## src/hw/rtl/sii_pkg.sv

```systemverilog
package sii_pkg;

    localparam int NUM_LANES  = 4;
    localparam int ACC_W      = 68;
    localparam int OPND_W     = 33;
    localparam int PROD_W     = 2 * OPND_W;
    localparam int ITERS      = 32;
    localparam int ITER_W     = $clog2(ITERS);
    localparam int CFG_IDX_W  = 4;

    localparam logic signed [ACC_W-1:0] GRAVITY_Q16 = 68'sd642908;
    localparam logic signed [ACC_W-1:0] ONE_Q60     = 68'sd1152921504606846976;
    localparam logic [31:0]             ONE_Q30     = 32'd1073741824;

    // register indexes
    typedef enum logic [CFG_IDX_W-1:0] {
        REG_STEP_TIME   = 4'd0,
        REG_START_POS_X = 4'd1,
        REG_START_POS_Y = 4'd2,
        REG_START_POS_Z = 4'd3,
        REG_START_VEL_X = 4'd4,
        REG_START_VEL_Y = 4'd5,
        REG_START_VEL_Z = 4'd6,
        REG_START_ATT   = 4'd7
    } cfg_reg_t;

    typedef logic [CFG_IDX_W-1:0] cfg_index_t;

    typedef struct packed {
        logic               first_sample;
        logic signed [31:0] rate_x;
        logic signed [31:0] rate_y;
        logic signed [31:0] rate_z;
        logic signed [31:0] force_x;
        logic signed [31:0] force_y;
        logic signed [31:0] force_z;
        logic [31:0]        time_tag;
    } in_beat_t;

    typedef struct packed {
        logic [31:0]        out_time_tag;
        logic signed [47:0] pos_x;
        logic signed [47:0] pos_y;
        logic signed [47:0] pos_z;
        logic signed [31:0] quat_x;
        logic signed [31:0] quat_y;
        logic signed [31:0] quat_z;
        logic signed [31:0] quat_w;
    } out_beat_t;

    typedef enum logic [2:0] {
        SH_NONE,
        SH_19,
        SH_30,
        SH_32,
        SH_33
    } shift_t;

    typedef struct packed {
        logic   valid;
        logic   load;
        logic   neg;
        shift_t shift;
    } lane_op_t;

    typedef enum logic {
        ST_IDLE,
        ST_RUN
    } top_state_t;

    typedef enum logic [1:0] {
        N_IDLE,
        N_SQRT,
        N_DSET,
        N_DIV
    } norm_state_t;

    function automatic logic signed [31:0] sat32(input logic signed [ACC_W-1:0] x);
        if (x > 68'sd2147483647)
            return 32'sh7fffffff;
        else if (x < -68'sd2147483648)
            return 32'sh80000000;
        else
            return x[31:0];
    endfunction

    function automatic logic signed [47:0] sat48(input logic signed [ACC_W-1:0] x);
        if (x > 68'sd140737488355327)
            return 48'sh7fffffffffff;
        else if (x < -68'sd140737488355328)
            return 48'sh800000000000;
        else
            return x[47:0];
    endfunction

    function automatic logic signed [OPND_W-1:0] s33(input logic signed [31:0] x);
        return {x[31], x};
    endfunction

    function automatic logic signed [OPND_W-1:0] u33(input logic [31:0] x);
        return {1'b0, x};
    endfunction

    function automatic logic signed [ACC_W-1:0] ext32(input logic signed [31:0] x);
        return {{(ACC_W-32){x[31]}}, x};
    endfunction

    function automatic logic signed [ACC_W-1:0] ext48(input logic signed [47:0] x);
        return {{(ACC_W-48){x[47]}}, x};
    endfunction

    function automatic lane_op_t mk_op(input logic load, input logic neg, input shift_t sh);
        lane_op_t op;
        op.valid = 1'b1;
        op.load  = load;
        op.neg   = neg;
        op.shift = sh;
        return op;
    endfunction

endpackage

```

## src/hw/rtl/sii_mac_lane.sv

```systemverilog
module sii_mac_lane (
    input  logic                                clk,
    input  logic                                rst_n,
    input  sii_pkg::lane_op_t                   op,
    input  logic signed [sii_pkg::OPND_W-1:0]   opa,
    input  logic signed [sii_pkg::OPND_W-1:0]   opb,
    input  logic signed [sii_pkg::ACC_W-1:0]    init,
    output logic signed [sii_pkg::ACC_W-1:0]    acc
);
    import sii_pkg::*;

    logic signed [PROD_W-1:0] prod_reg;
    logic signed [ACC_W-1:0]  init_reg;
    lane_op_t                 op_reg;
    logic signed [ACC_W-1:0]  acc_reg;
    logic signed [ACC_W-1:0]  acc_next;
    logic signed [ACC_W-1:0]  prod_x;
    logic signed [ACC_W-1:0]  term;
    logic signed [ACC_W-1:0]  base;

    // multiply stage
    always_ff @(posedge clk or negedge rst_n)
    begin
        if (!rst_n)
        begin
            op_reg <= '0;
        end
        else
        begin
            op_reg <= op;
        end
    end

    always_ff @(posedge clk)
    begin
        prod_reg <= opa * opb;
        init_reg <= init;
    end

    // round and accumulate stage
    always_comb
    begin
        prod_x = {{(ACC_W-PROD_W){prod_reg[PROD_W-1]}}, prod_reg};
        unique case (op_reg.shift)
            SH_NONE: term = prod_x;
            SH_19:   term = (prod_x + (68'sd1 <<< 18)) >>> 19;
            SH_30:   term = (prod_x + (68'sd1 <<< 29)) >>> 30;
            SH_32:   term = (prod_x + (68'sd1 <<< 31)) >>> 32;
            SH_33:   term = (prod_x + (68'sd1 <<< 32)) >>> 33;
            default: term = prod_x;
        endcase
        base     = op_reg.load ? init_reg : acc_reg;
        acc_next = op_reg.neg ? (base - term) : (base + term);
    end

    always_ff @(posedge clk)
    begin
        if (op_reg.valid)
        begin
            acc_reg <= acc_next;
        end
    end

    assign acc = acc_reg;

endmodule

```

## config.mk

```make
export PLATFORM = sky130hd
export DESIGN_NAME = sii_mac_lane
export DESIGN_NICKNAME = d
export VERILOG_FILES = /design/src/hw/rtl/sii_pkg.sv /design/src/hw/rtl/sii_mac_lane.sv
export SDC_FILE = /design/constraint.sdc
export NUM_CORES = 2
export LEC_CHECK = 0
export ABC_AREA = 1
export BUFFER_PORTS_ARGS = -buffer_cell sky130_fd_sc_hd__buf_2
export CAP_MARGIN = 20
export CELL_PAD_IN_SITES_DETAIL_PLACEMENT = 0
export CELL_PAD_IN_SITES_GLOBAL_PLACEMENT = 1
export CORE_ASPECT_RATIO = 1.5
export CORE_MARGIN = 10
export CORE_UTILIZATION = 40
export DETAILED_ROUTE_END_ITERATION = 12
export GPL_ROUTABILITY_DRIVEN = 0
export PLACE_DENSITY = 0.79
export RECOVER_POWER = 25
export SETUP_SLACK_MARGIN = 0.4
export SYNTH_ARGS = -nofsm -noshare
export SYNTH_HDL_FRONTEND = slang
export SYNTH_SLANG_ARGS = --single-unit
```

## constraint.sdc

```tcl
create_clock -name clk -period 8.4 [get_ports clk]
set_clock_uncertainty 0.1 [all_clocks]
set_input_delay 1.26 -clock clk [delete_from_list [all_inputs] [get_ports clk]]
set_output_delay 1.26 -clock clk [all_outputs]
set_load 0.005 [all_outputs]
```

==> metrics.md <==
| Metric | Value |
|---|---|
| Max clock buf depth | 3 |
| Synth Flop Type | dfxtp_1 |
| Area Growth Syn to Fin | 12.01% |
| Status | complete, but fails checks |
| Largest cells by area after synthesis | fa_1 (40%), inv_1 (13%), nand2_1 (12%) |
| Fin crit share | 0.9264 |
| Largest net degree at the start of global routing | 69 |
| Vias in the first global route | 54,180 |
| Initial antenna violation count | 8 |
| Die Span Y | 486.0 um |
| Worst-Skew Late Latency | 0.56 ns |
| Failing checks | capacitance limit, slew limit |
| Area of the die | 160,700 um2 |
| Post-synth EDFFs | 68 |
| DR vias/cell | 5.048 |
| Die width | 330.7 um |
| Final nets | 9,591 |
| Fillers | 14,740 |
| Remaining DRCs | 0 |
| CTS tree | built |
| Synth top area share | 0.3961 |
| Post-Syn Area per Cell | 7.504 um2 |
| Tmin final | 7.781 ns |
| IO Count | 210 |
| Final hold vios | 0 |
| Seq/Total Area, Yosys | 0.08417 |
| Starting density of the core | 0.4010 |
| CTS root buffer | clkbuf_16 |
| Via count | 50,160 |
| CP startpoint kind | input port |
| Slew headroom | -1.421 |
| Routed Antenna Nets | 0 |
| Crit path DAT | 8.16 ns |
| Fmax | 0.1285 GHz |
| Register area | 4877 um2 |
| CTS clk-pin slew, worst paths | 0.06 ns |
| Setup CP Type | input port to flip-flop |
| Commonest non-fill, non-tap cells in the layout | inv_1 (2,061), nand2_1 (1,917), fa_1 (1,140) |
| Multi-input gate area | 44,230 um2 |
| Most common cell after layout, fill and taps aside | inv_1 |
| Rows | 171 |
| Final Hold Slack | 0.4758 ns |
| RSZ-0062 raised after global routing | yes |
| Post-Route WL | 196,900 um |
| Total GRT Usage | 0.2419 |
| CP max FO | 15 |
| Mapped Area | 57,910 um2 |
| Synth Instances | 7,718 |
| First-pass GRT wire length | 300,800 um |
| R2R cell count | 28 |
| Crit end category | flip-flop |
| Netlist cell types | 61 |
| Clk sinks | 208 |
| Ys async rst share | 0.02885 |
| Yosys reg bits | 208 |
| Grt total ovfl | 0 |
| DP Wirelength | 169,100 um |
| Wire length per cell | 19.82 um |
| Cts hold-fix bufs | 0 |
| Max-slew violations | 69 |
| Yosys synthesis warning count | 0 |
| Final setup vio count | 0 |
| Worst-Margin Slew | 3.631 ns |
| 1st-iter DRT viols | 3,591 |
| Synth area leader | fa_1 |
| CP required | 8.78 ns |
| IO buf count | 209 |
| Syn Nets | 9,295 |
| Ratio of cells with drive above 1 in the final layout | 0.1173 |
| TritonCTS Buffers | 22 |
| Core area | 144,400 um2 |
| Hold WC Path Type | input port to asynchronous set/reset pin |
| CTS H-tree depth | 1 |
| Drt pass-1 iters | 8 |
| Max_cap viols | 1 |
==> cell families (layout without fill, tap and decap cells) <==
kind of cell             after synthesis  in the layout  synth area share
AO/OA/AOI/OAI                        515            515           0.05049
other                                  0              2                 0
multiplexers                          68             68           0.01318
AND/OR/NAND/NOR                     2895           2895            0.2079
buffers and inverters               2413           2725            0.1578
XOR/XNOR                             184            184           0.02783
adder cells (fa/ha/maj)             1435           1435            0.4586
flip-flops                           208            208           0.08417
==> path summary, 6_finish.rpt <==
kind | from | slack, ns | to
worst max register to register | prod_reg[32] | 0.62 | acc[65]
min in group clk | init[42] | 0.70 | init_reg[42]
worst max-delay path | opb[6] | 0.62 | prod_reg[63]
worst min register to register | init_reg[1] | 0.77 | acc[1]
worst min-delay path | rst_n | 0.48 | op_reg[0]
max in group asynchronous | rst_n | 7.46 | op_reg[4]
==> critical path, stage by stage <==
cell and delay, ns:
buf_4 0.19, buf_4 0.21, nand2_4 0.08, inv_1 0.06, fa_1 0.59, inv_4 0.08
fa_1 0.52, inv_2 0.08, fa_1 0.54, inv_1 0.10, fa_2 0.64, clkinvlp_4 0.19
buf_6 0.19, fa_1 0.46, fa_1 0.51, fa_1 0.49, inv_1 0.05, fa_1 0.47
inv_1 0.04, ha_1 0.32, nand2_1 0.06, inv_1 0.10, nand2_1 0.08, o211ai_1 0.42
nand3_1 0.14, nand3_1 0.10, xor2_1 0.14
==> metal layers <==
metal / vias to the layer above / wire, um / global-route usage
met5: - / 51 / 0
met4: 8 / 14800 / 0.1449
met3: 656 / 12930 / 0.03167
met2: 1911 / 99610 / 0.4422
met1: 24560 / 69550 / 0.2621
li1: 23020 / - / -
==> cell usage after synthesis (5+ instances only) <==
library cell,count
o21ai_1,23
o21ai_2,16
buf_1,15
xor2_1,114
a31oi_1,54
inv_1,2070
edfxtp_1,68
fa_1,1146
nand2_4,7
a21o_1,16
nand3_1,298
dfxtp_1,134
o21ai_0,137
nor2_4,23
nand4_1,52
ha_1,289
dfrtp_1,6
clkbuf_1,282
nand2_2,32
or2_2,13
nor3_1,22
nand2_1,1924
nor2_2,43
buf_4,8
nor4_1,13
nor2_1,436
a21oi_1,208
inv_2,12
xnor2_1,70
nand3b_1,11
nand3_2,5
a21boi_0,5
o21bai_1,8
mux2_2,66
o21a_1,13
o211ai_1,14
buf_2,19
==> metrics by stage <==
stage	setup slack [ns]	area, um2	setup TNS (ns)	std cells	util
after floorplan	0.4002	58070	0	7718	-
after global placement	-0.2235	63440	-1.603	9881	0.4393
after detailed placement	-0.2572	63440	-2.214	9881	0.4393
after CTS	0.4046	64210	0	9921	0.4446
after global routing	0.3058	64860	0	9933	0.4491
final	0.6186	64870	0	9935	0.4491
==> area by class of cell <==
| type | count | share of cell area |
|---|---|---|
| diodes | 2 | 0.00007716 |
| clock buffers | 27 | 0.009085 |
| clock inverters | 13 | 0.002623 |
| inverters | 2085 | 0.1207 |
| multi-input cells | 5097 | 0.6818 |
| flip-flops and latches | 208 | 0.07519 |
| well taps | 1903 | 0.03671 |
| repair buffers | 600 | 0.07374 |
==> repair_timing <==
item / in CTS / in global routing
gates resized for setup: 3 / 142
gates cloned: 0 / 6
setup buffers: 0 / 5
endpoints found under the setup margin: 6 / 32
pin swaps: 0 / 23
Power is left out: the tool's default activity adds up to more than one toggle a clock period on the data nets, which glitch-free logic cannot reach.
