<file path="src/hw/rtl/sii_pkg.sv">
package sii_pkg;

    localparam int NUM_LANES  = 4;
    localparam int ACC_W      = 68;
    localparam int OPND_W     = 33;
    localparam int PROD_W     = 2 * OPND_W;
    localparam int ITERS      = 32;
    localparam int ITER_W     = $clog2(ITERS);
    localparam int CFG_IDX_W  = 4;

    localparam logic signed [ACC_W-1:0] GRAVITY_Q16 = 68'sd642908;
    localparam logic signed [ACC_W-1:0] ONE_Q60     = 68'sd1152921504606846976;
    localparam logic [31:0]             ONE_Q30     = 32'd1073741824;

    // register indexes
    typedef enum logic [CFG_IDX_W-1:0] {
        REG_STEP_TIME   = 4'd0,
        REG_START_POS_X = 4'd1,
        REG_START_POS_Y = 4'd2,
        REG_START_POS_Z = 4'd3,
        REG_START_VEL_X = 4'd4,
        REG_START_VEL_Y = 4'd5,
        REG_START_VEL_Z = 4'd6,
        REG_START_ATT   = 4'd7
    } cfg_reg_t;

    typedef logic [CFG_IDX_W-1:0] cfg_index_t;

    typedef struct packed {
        logic               first_sample;
        logic signed [31:0] rate_x;
        logic signed [31:0] rate_y;
        logic signed [31:0] rate_z;
        logic signed [31:0] force_x;
        logic signed [31:0] force_y;
        logic signed [31:0] force_z;
        logic [31:0]        time_tag;
    } in_beat_t;

    typedef struct packed {
        logic [31:0]        out_time_tag;
        logic signed [47:0] pos_x;
        logic signed [47:0] pos_y;
        logic signed [47:0] pos_z;
        logic signed [31:0] quat_x;
        logic signed [31:0] quat_y;
        logic signed [31:0] quat_z;
        logic signed [31:0] quat_w;
    } out_beat_t;

    typedef enum logic [2:0] {
        SH_NONE,
        SH_19,
        SH_30,
        SH_32,
        SH_33
    } shift_t;

    typedef struct packed {
        logic   valid;
        logic   load;
        logic   neg;
        shift_t shift;
    } lane_op_t;

    typedef enum logic {
        ST_IDLE,
        ST_RUN
    } top_state_t;

    typedef enum logic [1:0] {
        N_IDLE,
        N_SQRT,
        N_DSET,
        N_DIV
    } norm_state_t;

    function automatic logic signed [31:0] sat32(input logic signed [ACC_W-1:0] x);
        if (x > 68'sd2147483647)
            return 32'sh7fffffff;
        else if (x < -68'sd2147483648)
            return 32'sh80000000;
        else
            return x[31:0];
    endfunction

    function automatic logic signed [47:0] sat48(input logic signed [ACC_W-1:0] x);
        if (x > 68'sd140737488355327)
            return 48'sh7fffffffffff;
        else if (x < -68'sd140737488355328)
            return 48'sh800000000000;
        else
            return x[47:0];
    endfunction

    function automatic logic signed [OPND_W-1:0] s33(input logic signed [31:0] x);
        return {x[31], x};
    endfunction

    function automatic logic signed [OPND_W-1:0] u33(input logic [31:0] x);
        return {1'b0, x};
    endfunction

    function automatic logic signed [ACC_W-1:0] ext32(input logic signed [31:0] x);
        return {{(ACC_W-32){x[31]}}, x};
    endfunction

    function automatic logic signed [ACC_W-1:0] ext48(input logic signed [47:0] x);
        return {{(ACC_W-48){x[47]}}, x};
    endfunction

    function automatic lane_op_t mk_op(input logic load, input logic neg, input shift_t sh);
        lane_op_t op;
        op.valid = 1'b1;
        op.load  = load;
        op.neg   = neg;
        op.shift = sh;
        return op;
    endfunction

endpackage

</file>
<file path="src/hw/rtl/sii_norm.sv">
module sii_norm (
    input  logic               clk,
    input  logic               rst_n,
    input  logic               start,
    input  logic [63:0]        sum_sq,
    input  logic signed [31:0] h [3],
    output logic               done,
    output logic signed [31:0] dq [4]
);
    import sii_pkg::*;

    norm_state_t        state_reg, state_next;
    logic [ITER_W-1:0]  cnt_reg, cnt_next;
    logic               done_reg, done_next;

    logic [63:0]        rad_reg;
    logic [63:0]        root_reg;
    logic [63:0]        bit_reg;
    logic [64:0]        trial;
    logic [31:0]        n_reg;

    assign trial = {1'b0, root_reg} + {1'b0, bit_reg};

    always_ff @(posedge clk or negedge rst_n)
    begin
        if (!rst_n)
        begin
            state_reg <= N_IDLE;
            cnt_reg   <= '0;
            done_reg  <= 1'b0;
        end
        else
        begin
            state_reg <= state_next;
            cnt_reg   <= cnt_next;
            done_reg  <= done_next;
        end
    end

    always_comb
    begin
        state_next = state_reg;
        cnt_next   = cnt_reg;
        done_next  = done_reg;
        unique case (state_reg)
            N_IDLE:
            begin
                if (start)
                begin
                    state_next = N_SQRT;
                    cnt_next   = '0;
                    done_next  = 1'b0;
                end
            end
            N_SQRT:
            begin
                cnt_next = cnt_reg + 1'b1;
                if (cnt_reg == ITER_W'(ITERS - 1))
                begin
                    state_next = N_DSET;
                end
            end
            N_DSET:
            begin
                state_next = N_DIV;
                cnt_next   = '0;
            end
            N_DIV:
            begin
                cnt_next = cnt_reg + 1'b1;
                if (cnt_reg == ITER_W'(ITERS - 1))
                begin
                    state_next = N_IDLE;
                    done_next  = 1'b1;
                end
            end
            default: state_next = N_IDLE;
        endcase
    end

    // square root, one result bit a cycle
    always_ff @(posedge clk)
    begin
        if (state_reg == N_IDLE && start)
        begin
            rad_reg  <= sum_sq;
            root_reg <= '0;
            bit_reg  <= 64'd1 << 62;
        end
        else if (state_reg == N_SQRT)
        begin
            if ({1'b0, rad_reg} >= trial)
            begin
                rad_reg  <= rad_reg - trial[63:0];
                root_reg <= (root_reg >> 1) + bit_reg;
            end
            else
            begin
                root_reg <= root_reg >> 1;
            end
            bit_reg <= bit_reg >> 2;
        end
        if (state_reg == N_DSET)
        begin
            n_reg <= root_reg[31:0];
        end
    end

    // four divider lanes: scalar part then the three vector parts
    for (genvar j = 0; j < 4; j++)
    begin : g_div
        logic [31:0] src_mag;
        logic        src_neg;
        logic [31:0] mag_reg;
        logic        neg_reg;
        logic [31:0] rem_reg;
        logic [31:0] lo_reg;
        logic [31:0] quo_reg;
        logic [63:0] dvd;
        logic [32:0] remsh;

        if (j == 0)
        begin : g_scalar
            assign src_mag = ONE_Q30;
            assign src_neg = 1'b0;
        end
        else
        begin : g_vec
            assign src_mag = h[j-1][31] ? (32'd0 - h[j-1]) : h[j-1];
            assign src_neg = h[j-1][31];
        end

        assign dvd   = {2'b0, mag_reg, 30'b0} + {33'b0, root_reg[31:1]};
        assign remsh = {rem_reg, lo_reg[31]};

        always_ff @(posedge clk)
        begin
            if (state_reg == N_IDLE && start)
            begin
                mag_reg <= src_mag;
                neg_reg <= src_neg;
            end
            else if (state_reg == N_DSET)
            begin
                rem_reg <= dvd[63:32];
                lo_reg  <= dvd[31:0];
            end
            else if (state_reg == N_DIV)
            begin
                if (remsh >= {1'b0, n_reg})
                begin
                    rem_reg <= 32'(remsh - {1'b0, n_reg});
                    quo_reg <= {quo_reg[30:0], 1'b1};
                end
                else
                begin
                    rem_reg <= remsh[31:0];
                    quo_reg <= {quo_reg[30:0], 1'b0};
                end
                lo_reg <= {lo_reg[30:0], 1'b0};
            end
        end

        assign dq[j] = neg_reg ? -$signed(quo_reg) : $signed(quo_reg);
    end

    assign done = done_reg;

endmodule

</file>
<file path="config.mk">
export PLATFORM = sky130hd
export DESIGN_NAME = sii_norm
export DESIGN_NICKNAME = d
export VERILOG_FILES = /design/src/hw/rtl/sii_pkg.sv /design/src/hw/rtl/sii_norm.sv
export SDC_FILE = /design/constraint.sdc
export NUM_CORES = 2
export LEC_CHECK = 0
export BUFFER_PORTS_ARGS = -buffer_cell sky130_fd_sc_hd__buf_2
export CORE_MARGIN = 5
export CORE_UTILIZATION = 35
export CTS_BUF_LIST = sky130_fd_sc_hd__clkbuf_2
export CTS_CLUSTER_SIZE = 30
export DETAILED_ROUTE_END_ITERATION = 10
export HOLD_SLACK_MARGIN = 0.03
export PLACE_DENSITY = 0.49
export SYNTH_ARGS = -nofsm -noshare
export SYNTH_HDL_FRONTEND = slang
export SYNTH_SLANG_ARGS = --single-unit
</file>
<file path="constraint.sdc">
create_clock -name clk -period 12.28 [get_ports clk]
set_clock_uncertainty 0.15 [all_clocks]
set_input_delay 1.228 -clock clk [delete_from_list [all_inputs] [get_ports clk]]
set_output_delay 1.228 -clock clk [all_outputs]
set_load 0.02 [all_outputs]
</file>
==> reports/results.ini <==
[routing]
viasPerCell = 5.30
wl_per_cell_um = 18.6
wl_mm = 125
first_iter_violations = 2087
firstDrtPassIters = 7
num_vias = 35600
drc = 0
ant_nets = 0

[clocking]
htree_num_levels = 4
clock_sinks = 593
cts_tree = built
cts-root-buf = clkbuf_2
clk_latency_ns = 1.56
cts_resized = 0
postCtsSetupRepairBufs = 0
clk_path_buf_depth = 3
clk_pin_slew_worst_paths_ns = 0.11
numCtsBuffers = 173

[synth]
yosysTopAreaCellShare_pct = 34.9
ys.flop_type = edfxtp_1
synth_nets = 4868
yosys.area_share.adder_pct = 8.48
synth.cell_area_sq_mm = 0.0421
ys_async_sr_fraction_pct = 1.35
synth_top_family_by_area = compound AO/OA/AOI/OAI gates
synth_compound_area_share_pct = 19.4
synthMuxAreaShare_pct = 3.50
syn_inst = 4423
ys_warn_count = 0
synth_edf_count = 489
synth-xor-area-share_pct = 10.6
synth_area_leaders = edfxtp_1, ha_1, xnor2_1
synth_area_per_cell_sq_um = 9.51
ys_seq_area_share_pct = 39.9
synthSimpleGateAreaFrac_pct = 15.1
synth_cell_types = 91
ys_ff_latch = 593
yosysTopAreaCell = edfxtp_1

[outcome]
status = complete, no violations

[cells_and_area]
fin_nets = 5409
multi_input_area_sq_mm = 0.0241
drive_above_1_share_pct = 14.4
final-seq-area_sq_mm = 0.0168
fillers = 12000
area_delta_synth_final_pct = 16.6

[sta]
setup_tns_ns = 0
finalMaxSlewViolations = 0
slew-limit-headroom_pct = 26.0
max_freq_mhz = 128
rsz0062_at_grt = false
min_period_over_period_pct = 63.5
layout_min_cycle_time_ns = 7.80
hold_viol_final = 0
setup_viol = 0
tightest_slew_ns = 1.11

[critical_path]
crit_fanout = 46
start_kind = register
arrival_ns = 9.10
critPathKind = reg2reg
cp.required_ns = 13.58
crit_path_end_kind = register

[min_path]
hp-class = reg2reg

[global_routing]
grt_pass1_vias = 34600
grt_pass1_wl_mm = 194
grt-ovfl-total = 0
grt_max_degree = 81
grt_usage_pct = 19.1
antenna_found_initial = 8

[placement]
io_buffer_count = 291
place.gp.congestion = 0.869
post-dp-hpwl_mm = 88.8

[die]
initial_core_util_pct = 35.2
die_w_um = 357
core.rowCount = 127
io_pins = 292
die_area_sq_mm = 0.127
coreArea_sq_mm = 0.120
die_h_um = 357

[power]
power.leakage_nw = 20.3
cellPowerDensity_mw_per_mm2 = 78.4
vdd_drop_max_v = 0.000107
power_mw = 3.84

[job]
cap_viol_max_count = 0

==> repair_timing <==
item / in CTS / in global routing
hold endpoints to repair: 177 / 0
endpoints found under the setup margin: 0 / 0
hold buffers: 243 / 0
==> worst max-delay path, stage by stage, from the launching register on <==
cell and delay, ns:
dfxtp_1 0.54, ha_1 0.35, and4_1 0.23, a21oi_1 0.31, nor2_1 0.07, a211oi_1 0.50
nand2_1 0.20, a31oi_1 0.26, o21bai_1 0.11, a31oi_1 0.34, nor2_1 0.06, o21ai_0 0.20
xor2_1 0.11, ha_1 0.40, and3_1 0.24, nand2_1 0.06, nor2_1 0.18, o21ai_1 0.12
a21o_1 0.21, a22o_1 0.22, o31ai_1 0.49, a21o_1 0.20, buf_4 0.35, nand3_2 0.92
or3_1 0.69, a31oi_1 0.18
==> per-layer routing <==
metal / track usage, % / up-vias / part of all wire (%)
met4: 6.30 / 0 / 2.6
li1: - / 17700 / -
met2: 31.0 / 785 / 45
met1: 25.8 / 16900 / 47
met5: 0 / - / 0
met3: 3.30 / 214 / 4.9
==> synthesized netlist by cell type, types with 9 or more instances <==
master and n:
edfxtp_1 489, a21oi_1 370, nand2_1 364, nor2_1 355
xnor2_1 330, ha_1 277, o21ai_0 262, xor2_1 180
clkbuf_1 143, a21o_1 122, inv_1 119, a31oi_1 99
dfxtp_1 96, a211oi_1 95, mux2i_1 92, nand3_1 91
nand4_1 88, o31ai_1 68, or3_1 65, nor3_1 63
mux2_2 49, o21bai_1 40, and3_1 38, o21a_1 36
nor2b_1 35, nand2b_1 32, buf_2 28, or2_2 28
or4_1 27, o41ai_1 24, and2_1 23, a31o_2 21
nor4_1 20, buf_1 16, and4_1 15, a21boi_0 14
nand3b_1 12, a221oi_1 11, nand4b_1 10, o31a_1 10
nor3b_1 9
==> final cells by class <==
class	count	share of cell area [%]
diodes	11	0.0561
clock buffers	259	2.64
flip-flops and latches	593	34.3
multi-input cells	3512	49.1
inverters	123	0.957
well taps	1612	4.11
repair buffers	561	8.34
clock inverters	51	0.503
==> cells by family after synthesis <==
kind of cell	count (synthesis)
compound gates	1281
mux	141
buf+inv	318
flops	593
fa+ha+maj	282
xor+xnor	510
simple gates	1298
==> cell usage in the layout (no fill, tap or decap), drive strengths merged, types with 28 or more instances in the layout <==
cell type | netlist | routed
a211oi | 95 | 95
clkinv | 1 | 43
nand3 | 92 | 92
buf | 52 | 318
xnor2 | 330 | 330
mux2i | 92 | 92
o31ai | 71 | 71
dfxtp | 96 | 96
o21bai | 40 | 40
clkbuf | 143 | 259
or2 | 28 | 28
nor2b | 35 | 35
mux2 | 49 | 49
nand2 | 364 | 364
a21oi | 371 | 371
and3 | 38 | 38
o21a | 36 | 36
or4 | 30 | 30
or3 | 66 | 66
a21o | 122 | 122
nor2 | 355 | 355
inv | 122 | 128
nand4 | 88 | 88
edfxtp | 489 | 489
a31oi | 99 | 99
ha | 277 | 277
o21ai | 270 | 270
nand2b | 34 | 34
nor3 | 65 | 65
xor2 | 180 | 180
dlygate4sd3 | 0 | 243
==> worst paths after layout <==
kind	from	endpoint	depth (start not counted)	slack, ns
worst max-delay path	root_reg[20]	root_reg[21]	25	4.48
worst min-delay path	g_div[0].quo_reg[15]	g_div[0].quo_reg[16]	0	0.29
worst max register to register	root_reg[20]	root_reg[21]	25	4.48
worst min register to register	g_div[0].quo_reg[15]	g_div[0].quo_reg[16]	0	0.29
max in group asynchronous	rst_n	cnt_reg[2]	3	11.06
min in group asynchronous	rst_n	cnt_reg[4]	3	0.60
==> where the power goes <==
group	switching, mW	internal [mW]	leakage, nW
clock	0.943	0.587	1.21
combinational	0.0555	0.106	13.1
sequential	0	2.15	5.97
total	0.999	2.85	20.3
==> stage by stage <==
stage                     cell area (sq um)  utilization, %  worst slack (ns)  cells  hold slack, ns
after CTS                             49000            41.0              4.51   6711          0.0308
final                                 49000            41.0              4.48   6722           0.291
after global placement                45000            37.6              4.72   6158           0.277
after floorplan                       42100               -             0.351   4423           0.279
after global routing                  49000            41.0              3.82   6719           0.156
after detailed placement              45000            37.6              4.58   6158           0.283
(Power assumes the default switching activity.)
